$ cat src/hdl/ple_pkg.sv
`timescale 1ns / 1ps
// ----------------------------------------------------------------------------
// ple_pkg
// Shared types and constants for the positional list engine.
// ----------------------------------------------------------------------------
package ple_pkg;

    localparam int VAL_W  = 32;
    localparam int POS_W  = 5;
    localparam int STAT_W = 3;
    localparam int MODE_W = 3;

    typedef enum logic [MODE_W-1:0] {
        MODE_INS_HEAD = 3'd0,
        MODE_INS_TAIL = 3'd1,
        MODE_INS_POS  = 3'd2,
        MODE_DEL_HEAD = 3'd3,
        MODE_DEL_TAIL = 3'd4,
        MODE_DEL_POS  = 3'd5,
        MODE_SEARCH   = 3'd6
    } t_mode;

    typedef enum logic [STAT_W-1:0] {
        STAT_OK       = 3'd0,
        STAT_EMPTY    = 3'd1,
        STAT_BADPOS   = 3'd2,
        STAT_NOTFOUND = 3'd3,
        STAT_FULL     = 3'd4
    } t_status;

    typedef enum logic [2:0] {
        ST_IDLE,
        ST_SHIFT,
        ST_PUT,
        ST_SEARCH,
        ST_FINISH
    } t_state;

    typedef struct packed {
        t_status          status;
        logic [POS_W-1:0] found_position;
        logic [POS_W-1:0] entry_count;
    } t_result;

endpackage

$ cat src/hdl/positional_list_engine.sv
`timescale 1ns / 1ps
// ----------------------------------------------------------------------------
// positional_list_engine
// Bounded ordered list of signed 32-bit values: positional insert, delete
// and search, one result per command.
// ----------------------------------------------------------------------------
// Commands: one at a time, the next taken the cycle after its result is
//   registered; the walk over the store goes one entry per cycle through the
//   single read port.
// Reset: synchronous, active low; the list is empty, store contents undefined.
// ----------------------------------------------------------------------------
module positional_list_engine #(
    parameter int CAPACITY = 16
) (
    input  logic                       i_clk,
    input  logic                       i_rst_n,
    input  logic                       i_valid,
    output logic                       o_stall,
    input  logic [ple_pkg::MODE_W-1:0] i_mode,
    input  logic signed [31:0]         i_value,
    input  logic [ple_pkg::POS_W-1:0]  i_position,
    output logic                       o_valid,
    input  logic                       i_stall,
    output logic [ple_pkg::STAT_W-1:0] o_status,
    output logic [ple_pkg::POS_W-1:0]  o_found_position,
    output logic [ple_pkg::POS_W-1:0]  o_entry_count
);
    import ple_pkg::*;

    localparam int AW = $clog2(CAPACITY);
    localparam int CW = $clog2(CAPACITY + 1);

    logic             busy, res_valid, res_ready;
    t_result          res;
    logic             mem_we;
    logic [AW-1:0]    mem_waddr, mem_raddr;
    logic [VAL_W-1:0] mem_wdata, mem_rdata;
    logic             r_out_valid;
    t_result          r_out;

    ple_seq #(
        .CAPACITY (CAPACITY),
        .AW       (AW),
        .CW       (CW)
    ) u_seq (
        .i_clk       (i_clk),
        .i_rst_n     (i_rst_n),
        .i_start     (i_valid && !o_stall),
        .i_mode      (i_mode),
        .i_value     (i_value),
        .i_position  (i_position),
        .o_busy      (busy),
        .o_res_valid (res_valid),
        .i_res_ready (res_ready),
        .o_res       (res),
        .o_mem_we    (mem_we),
        .o_mem_waddr (mem_waddr),
        .o_mem_wdata (mem_wdata),
        .o_mem_raddr (mem_raddr),
        .i_mem_rdata (mem_rdata)
    );

    ple_mem #(
        .DEPTH (CAPACITY),
        .AW    (AW)
    ) u_mem (
        .i_clk   (i_clk),
        .i_we    (mem_we),
        .i_waddr (mem_waddr),
        .i_wdata (mem_wdata),
        .i_raddr (mem_raddr),
        .o_rdata (mem_rdata)
    );

    assign res_ready = !r_out_valid || !i_stall;

    always_ff @(posedge i_clk) begin
        if (!i_rst_n) begin
            r_out_valid <= 1'b0;
        end else if (res_valid && res_ready) begin
            r_out_valid <= 1'b1;
        end else if (!i_stall) begin
            r_out_valid <= 1'b0;
        end
        if (res_valid && res_ready) begin
            r_out <= res;
        end
    end

    assign o_stall          = busy;
    assign o_valid          = r_out_valid;
    assign o_status         = r_out.status;
    assign o_found_position = r_out.found_position;
    assign o_entry_count    = r_out.entry_count;

endmodule

$ cat src/hdl/ple_mem.sv
`timescale 1ns / 1ps
// ----------------------------------------------------------------------------
// ple_mem
// Entry store: one write port and one registered read port.
// ----------------------------------------------------------------------------
module ple_mem #(
    parameter int DEPTH = 16,
    parameter int AW    = 4
) (
    input  logic                      i_clk,
    input  logic                      i_we,
    input  logic [AW-1:0]             i_waddr,
    input  logic [ple_pkg::VAL_W-1:0] i_wdata,
    input  logic [AW-1:0]             i_raddr,
    output logic [ple_pkg::VAL_W-1:0] o_rdata
);
    import ple_pkg::*;

    logic [VAL_W-1:0] r_mem [DEPTH];
    logic [VAL_W-1:0] r_rdata;

    always_ff @(posedge i_clk) begin
        if (i_we) begin
            r_mem[i_waddr] <= i_wdata;
        end
        r_rdata <= r_mem[i_raddr];
    end

    assign o_rdata = r_rdata;

endmodule

$ cat src/hdl/ple_seq.sv
`timescale 1ns / 1ps
// ----------------------------------------------------------------------------
// ple_seq
// Command sequencer: checks, walks the store one entry a cycle to shift or
// search, and keeps the entry count.
// ----------------------------------------------------------------------------
module ple_seq #(
    parameter int CAPACITY = 16,
    parameter int AW       = 4,
    parameter int CW       = 5
) (
    input  logic                       i_clk,
    input  logic                       i_rst_n,
    input  logic                       i_start,
    input  logic [ple_pkg::MODE_W-1:0] i_mode,
    input  logic [ple_pkg::VAL_W-1:0]  i_value,
    input  logic [ple_pkg::POS_W-1:0]  i_position,
    output logic                       o_busy,
    output logic                       o_res_valid,
    input  logic                       i_res_ready,
    output ple_pkg::t_result           o_res,
    output logic                       o_mem_we,
    output logic [AW-1:0]              o_mem_waddr,
    output logic [ple_pkg::VAL_W-1:0]  o_mem_wdata,
    output logic [AW-1:0]              o_mem_raddr,
    input  logic [ple_pkg::VAL_W-1:0]  i_mem_rdata
);
    import ple_pkg::*;

    localparam int MW = (CW > POS_W) ? CW : POS_W;

    t_state           r_state, n_state;
    logic [CW-1:0]    r_count, n_count;
    logic [CW-1:0]    r_idx, n_idx;
    logic [CW-1:0]    r_last, n_last;
    logic [CW-1:0]    r_at, n_at;
    logic [CW-1:0]    r_waddr, n_waddr;
    logic [CW-1:0]    r_found, n_found;
    logic             r_issue, n_issue;
    logic             r_pend, n_pend;
    logic             r_ins, n_ins;
    logic             r_inc, n_inc;
    logic             r_dec, n_dec;
    logic [VAL_W-1:0] r_key, n_key;
    t_status          r_status, n_status;

    logic          full, empty;
    logic [MW-1:0] pos_m, cnt_m, at_m, found_m, cnt_out_m;
    logic [CW-1:0] at_c;
    logic          go_ins, go_del, bad;

    always_ff @(posedge i_clk) begin
        if (!i_rst_n) begin
            r_state <= ST_IDLE;
            r_count <= '0;
            r_issue <= 1'b0;
            r_pend  <= 1'b0;
            r_inc   <= 1'b0;
            r_dec   <= 1'b0;
        end else begin
            r_state <= n_state;
            r_count <= n_count;
            r_issue <= n_issue;
            r_pend  <= n_pend;
            r_inc   <= n_inc;
            r_dec   <= n_dec;
        end
        r_idx    <= n_idx;
        r_last   <= n_last;
        r_at     <= n_at;
        r_waddr  <= n_waddr;
        r_found  <= n_found;
        r_ins    <= n_ins;
        r_key    <= n_key;
        r_status <= n_status;
    end

    assign full  = (r_count == CW'(CAPACITY));
    assign empty = (r_count == '0);
    assign pos_m = MW'(i_position);
    assign cnt_m = MW'(r_count);

    always_comb begin
        n_state     = r_state;
        n_count     = r_count;
        n_idx       = r_idx;
        n_last      = r_last;
        n_at        = r_at;
        n_waddr     = r_waddr;
        n_found     = r_found;
        n_issue     = r_issue;
        n_pend      = r_pend;
        n_ins       = r_ins;
        n_inc       = r_inc;
        n_dec       = r_dec;
        n_key       = r_key;
        n_status    = r_status;
        o_mem_we    = 1'b0;
        o_mem_waddr = r_waddr[AW-1:0];
        o_mem_wdata = i_mem_rdata;
        o_mem_raddr = r_idx[AW-1:0];
        o_res_valid = 1'b0;
        go_ins      = 1'b0;
        go_del      = 1'b0;
        bad         = 1'b0;
        at_m        = '0;
        at_c        = '0;

        case (r_state)
            ST_IDLE: begin
                if (i_start) begin
                    n_key    = i_value;
                    n_found  = '0;
                    n_inc    = 1'b0;
                    n_dec    = 1'b0;
                    n_status = STAT_OK;
                    n_state  = ST_FINISH;
                    case (t_mode'(i_mode))
                        MODE_INS_HEAD: begin
                            at_m = '0;
                            if (full) n_status = STAT_FULL;
                            else      go_ins   = 1'b1;
                        end
                        MODE_INS_TAIL: begin
                            at_m = cnt_m;
                            if (full) n_status = STAT_FULL;
                            else      go_ins   = 1'b1;
                        end
                        MODE_INS_POS: begin
                            at_m = pos_m - MW'(1);
                            bad  = (pos_m == '0) || (pos_m > cnt_m + MW'(1));
                            if (full)     n_status = STAT_FULL;
                            else if (bad) n_status = STAT_BADPOS;
                            else          go_ins   = 1'b1;
                        end
                        MODE_DEL_HEAD: begin
                            at_m = '0;
                            if (empty) n_status = STAT_EMPTY;
                            else       go_del   = 1'b1;
                        end
                        MODE_DEL_TAIL: begin
                            at_m = cnt_m - MW'(1);
                            if (empty) n_status = STAT_EMPTY;
                            else       go_del   = 1'b1;
                        end
                        MODE_DEL_POS: begin
                            at_m = pos_m - MW'(1);
                            bad  = (pos_m == '0) || (pos_m > cnt_m);
                            if (empty)    n_status = STAT_EMPTY;
                            else if (bad) n_status = STAT_BADPOS;
                            else          go_del   = 1'b1;
                        end
                        MODE_SEARCH: begin
                            n_status = STAT_NOTFOUND;
                            n_idx    = '0;
                            n_last   = r_count - CW'(1);
                            n_issue  = !empty;
                            n_pend   = 1'b0;
                            n_state  = ST_SEARCH;
                        end
                        default: begin
                            n_status = STAT_OK;
                        end
                    endcase
                    at_c = at_m[CW-1:0];
                    n_at = at_c;
                    if (go_ins) begin
                        n_ins   = 1'b1;
                        n_inc   = 1'b1;
                        n_idx   = r_count - CW'(1);
                        n_last  = at_c;
                        n_issue = (at_c < r_count);
                        n_pend  = 1'b0;
                        n_state = ST_SHIFT;
                    end
                    if (go_del) begin
                        n_ins   = 1'b0;
                        n_dec   = 1'b1;
                        n_idx   = at_c + CW'(1);
                        n_last  = r_count - CW'(1);
                        n_issue = (at_c + CW'(1) < r_count);
                        n_pend  = 1'b0;
                        n_state = ST_SHIFT;
                    end
                end
            end
            ST_SHIFT: begin
                // read one ahead, write the previous read one place over
                o_mem_we = r_pend;
                if (r_issue) begin
                    n_pend  = 1'b1;
                    n_waddr = r_ins ? r_idx + CW'(1) : r_idx - CW'(1);
                    if (r_idx == r_last) n_issue = 1'b0;
                    else n_idx = r_ins ? r_idx - CW'(1) : r_idx + CW'(1);
                end else begin
                    n_pend  = 1'b0;
                    n_state = r_ins ? ST_PUT : ST_FINISH;
                end
            end
            ST_PUT: begin
                o_mem_we    = 1'b1;
                o_mem_waddr = r_at[AW-1:0];
                o_mem_wdata = r_key;
                n_state     = ST_FINISH;
            end
            ST_SEARCH: begin
                if (r_pend && (i_mem_rdata == r_key)) begin
                    n_found  = r_waddr + CW'(1);
                    n_status = STAT_OK;
                    n_pend   = 1'b0;
                    n_issue  = 1'b0;
                    n_state  = ST_FINISH;
                end else if (r_issue) begin
                    n_pend  = 1'b1;
                    n_waddr = r_idx;
                    if (r_idx == r_last) n_issue = 1'b0;
                    else n_idx = r_idx + CW'(1);
                end else begin
                    n_pend = 1'b0;
                    if (!r_pend) n_state = ST_FINISH;
                end
            end
            ST_FINISH: begin
                o_res_valid = 1'b1;
                if (i_res_ready) begin
                    if (r_inc) n_count = r_count + CW'(1);
                    if (r_dec) n_count = r_count - CW'(1);
                    n_inc   = 1'b0;
                    n_dec   = 1'b0;
                    n_state = ST_IDLE;
                end
            end
            default: begin
                n_state = ST_IDLE;
            end
        endcase
    end

    assign found_m   = MW'(r_found);
    assign cnt_out_m = MW'(r_inc ? r_count + CW'(1) : (r_dec ? r_count - CW'(1) : r_count));

    assign o_busy                = (r_state != ST_IDLE);
    assign o_res.status          = r_status;
    assign o_res.found_position  = found_m[POS_W-1:0];
    assign o_res.entry_count     = cnt_out_m[POS_W-1:0];

    a_count_bound: assert property (@(posedge i_clk) disable iff (!i_rst_n)
        r_count <= CW'(CAPACITY))
        else $error("entry count above capacity");

    a_no_grow_full: assert property (@(posedge i_clk) disable iff (!i_rst_n)
        (o_res_valid && i_res_ready && r_inc) |-> (r_count != CW'(CAPACITY)))
        else $error("insert completed on a full store");

    a_shift_addr: assert property (@(posedge i_clk) disable iff (!i_rst_n)
        (r_state == ST_SHIFT && r_pend) |-> (r_waddr < CW'(CAPACITY)))
        else $error("shift write outside the store");

    a_put_pos: assert property (@(posedge i_clk) disable iff (!i_rst_n)
        (r_state == ST_PUT) |-> (r_at <= r_count && r_inc))
        else $error("insert slot beyond the tail");

    a_search_found: assert property (@(posedge i_clk) disable iff (!i_rst_n)
        (r_state == ST_FINISH && r_status == STAT_OK && r_found != '0)
            |-> (r_found <= r_count))
        else $error("found position beyond the list");

endmodule
$ cat config.mk
export PLATFORM = sky130hd
export DESIGN_NAME = positional_list_engine
export DESIGN_NICKNAME = d
export VERILOG_FILES = /design/src/hdl/ple_pkg.sv /design/src/hdl/positional_list_engine.sv /design/src/hdl/ple_mem.sv /design/src/hdl/ple_seq.sv
export SDC_FILE = /design/constraint.sdc
export NUM_CORES = 1
export LEC_CHECK = 0
export BUFFER_PORTS_ARGS = -buffer_cell sky130_fd_sc_hd__buf_2
export CAP_MARGIN = 5
export CORE_MARGIN = 5
export CORE_UTILIZATION = 35
export CTS_BUF_LIST = sky130_fd_sc_hd__clkbuf_2 sky130_fd_sc_hd__clkbuf_4 sky130_fd_sc_hd__clkbuf_8
export CTS_CLUSTER_DIAMETER = 150
export DETAILED_ROUTE_END_ITERATION = 10
export GPL_ROUTABILITY_DRIVEN = 0
export HOLD_SLACK_MARGIN = 0.06
export PLACE_DENSITY = 0.56
export SYNTH_ARGS = -nofsm -noshare
export SYNTH_HDL_FRONTEND = slang
export SYNTH_SLANG_ARGS = --single-unit
$ cat constraint.sdc
create_clock -name i_clk -period 3.5 [get_ports i_clk]
set_input_delay 0.525 -clock i_clk [delete_from_list [all_inputs] [get_ports i_clk]]
set_output_delay 0.525 -clock i_clk [all_outputs]
set_load 0.02 [all_outputs]
==> results.tsv <==
metric	value	unit
rsz0062_at_grt	no	
postRouteAntennaNets	0	
clock_skew	0.0454	ns
max_freq	311	MHz
routed_wl	60800	um
p_int	14.2	mW
grt_pass1_vias	13600	
powerDensity	651	nW/um^2
min_period_over_period	91.9	%
clockPowerShare	31.2	%
seq_power_share	50.4	%
grt_start_max_net_pins	78	
hold_viol	0	
clockBufferDepth	3	
switching_power	5.24	mW
yosysTopAreaCellShare	68.9	%
cts_tree	built	
drt_pass1_iterations	5	
critical-path-top-delay-family	compound AO/OA/AOI/OAI gates	
die-area	78400	sq um
start_util	35.2	%
critPathArrivalTime	3.83	ns
syn_area	25500	sq um
crit_slowest_cell	dfxtp_1	
antenna_found_initial	0	
crit_chain	inv_1 -> buf_4 -> ha_1 -> buf_4 -> nor3b_1 -> o21a_1 -> a211o_1 -> nand4_1 -> xnor2_1 -> ha_1 -> a211o_1 -> a31oi_1 -> nor3_1 -> o32ai_1 -> a211oi_1 -> a311oi_2	
end_kind	register	
drive_gt1_share	33.4	%
wl_per_cell	24.1	um
synth_enable_flop_cells	585	
drv_cap	0	
track_usage	15.5	%
vias	13100	
yosysTopAreaCell	edfxtp_1	
layout.cells.most_common	edfxtp_1	
final_max_slew_viol_count	0	
vdd_drop_max	0.000410	V
synth_nets	1350	
diodes	0	
post-cts-setup-buffers	0	
fin_nets	1555	
maxSlewHeadroom	31.0	%
hpwl	33500	um
crit_type	register to register	
areaGrowthSynthToFinish	17.2	%
io_pins	59	
die_h	280	um
yosys_warnings	0	
final_cell_mix	edfxtp_1, mux4_2, clkbuf_8	
cts_sinks	630	
cpPeakStageDelay	0.40	ns
p_leak	9.67	nW
hp-class	input pin to register	
rows	99	
synth_cell_types	77	
gr-total-overflow	0	
synth-seq-area-share	72.4	%
htree_levels	3	
syn_avg_cell_area	20.0	sq um
grt_first_pass_wirelength	89900	um
setup_viol	0	
ys_seq_elements	630	
via_per_inst	5.18	
route.detailed.drc	0	
startpoint_type	register	
syn-instance-count	1278	
path_buf_inv	3	
worstMarginPinSlew	1.03	ns
cts.clk_slew.worst_paths	0.06	ns
nFillCells	6505	
fin_area	29900	sq um
die_w	280	um
period_minus_slack	3.22	ns
synthArstFlopShare	0	%
clk_latency	0.71	ns
first_iter_violations	998	
synth_flop_cell	edfxtp_1	
crit_required	4.11	ns
synth.area.top_cells	edfxtp_1, mux4_2, dfxtp_1	
coreArea	72600	sq um
power_frac_comb	18.4	%
status	completed	
io_buffers	58	
numCtsBuffers	100	
cp_max_fo	6	
clock-root-buffer	clkbuf_8	
setup_tns	0	ns
finalCoreUtilization	41.2	%
postPlaceCellArea	27600	sq um
swShare	26.9	%
==> synthesized netlist by cell type (3+ instances only) <==
cell,count
dfxtp_1,45
o21a_1,4
a21oi_1,28
o21ai_0,15
o31ai_1,3
nor3_2,3
buf_1,8
mux2_2,35
xor2_1,41
a211oi_1,6
o21bai_1,3
inv_1,19
and3_1,3
and2_1,4
or4_1,3
a31oi_1,10
mux2i_1,7
nand2b_1,8
edfxtp_1,585
xnor2_1,23
a211o_1,4
nor2b_1,5
mux4_2,160
nand4_1,6
a22oi_1,3
nand2_1,18
ha_1,28
nor4_1,10
nor2_1,55
or3_1,4
nor3_1,12
buf_2,14
nor3b_1,8
buf_6,4
clkbuf_1,34
nand3_1,10
==> layer usage <==
layer / part of all wire [%] / GRT usage [%]
met4: 2.1 / 3.96
met2: 48 / 24.8
met3: 4.8 / 2.87
met5: 0 / 0
met1: 45 / 22.1
==> sequential cells by signal (all words and copies together), names as in the netlist <==
register	count
u_mem.o_rdata	32
u_mem.r_mem	512
u_seq.r_at	4
u_seq.r_inc	1
u_seq.found_m	5
u_seq.r_waddr	5
o_status	3
o_valid	1
u_seq.r_ins	1
u_seq.r_dec	1
u_seq.r_pend	1
u_seq.r_last	5
o_found_position	5
u_seq.r_status	3
u_seq.cnt_m	5
o_entry_count	5
u_seq.r_idx	5
u_seq.r_issue	1
u_seq.r_state	3
u_seq.r_key	32
==> layout make-up <==
cell class              instances  area (sq um)  area share (%)
flip-flops and latches        630         18500            61.8
inverters                      19          71.3           0.238
clock inverters                39           225           0.753
multi-input cells             568          6830            22.8
clock buffers                 142          1730            5.78
repair buffers                164          1380            4.63
well taps                     959          1200            4.01
==> repair_timing <==
item	in CTS	in global routing
gates resized for setup	0	2
hold endpoints to repair	35	0
setup endpoints to repair	0	6
hold buffers	34	0
==> power by group through the flow <==
stage / Clock, mW / Combinational (mW) / Sequential [mW]
after global routing: 6.62 / 3.90 / 9.84
after CTS: 6.26 / 3.66 / 9.81
after global placement: 0 / 3.53 / 9.95
final: 6.07 / 3.58 / 9.81
after detailed placement: 0 / 3.63 / 9.96
after floorplan: 0 / 2.47 / 9.86
==> metrics by stage <==
stage	instances	setup slack (ns)	power [mW]	hold WS (ns)
finish	2521	0.282	19.5	0.173
global placement	2306	0.210	13.5	0.413
floorplan	1278	0.145	12.3	0.400
CTS	2521	0.122	19.7	0.114
global route	2521	0.0920	20.4	0.147
detailed placement	2306	0.114	13.6	0.413
==> cells by family after synthesis <==
logic type               count (synthesis)  share of synthesized area (%)
XOR/XNOR                                64                           2.20
AO/OA/AOI/OAI                          105                           2.84
AND/OR/NAND/NOR                        168                           3.80
flip-flops                             630                           72.4
multiplexers                           203                           16.0
buffers and inverters                   80                           1.41
adder cells (fa/ha/maj)                 28                           1.37
==> path summary, 6_finish.rpt <==
kind | start | end | slack (ns) | cells after the start
hold reg to reg | u_seq.r_status[2] | o_status[2] | 0.42 | 0
hold / removal | i_valid | u_seq.r_state[0] | 0.17 | 2
setup reg to reg | u_seq.cnt_m[1] | u_seq.r_issue | 0.28 | 16
setup / recovery | u_seq.cnt_m[1] | u_seq.r_issue | 0.28 | 16
==> worst register-to-register path, stage by stage (launching register included) <==
cell and delay, ns:
dfxtp_1 0.40, inv_1 0.08, buf_4 0.17, ha_1 0.19, buf_4 0.15, nor3b_1 0.22
o21a_1 0.14, a211o_1 0.11, nand4_1 0.12, xnor2_1 0.25, ha_1 0.29, a211o_1 0.26
a31oi_1 0.16, nor3_1 0.07, o32ai_1 0.13, a211oi_1 0.13, a311oi_2 0.26
No activity file was read; power rests on OpenSTA's default activity.
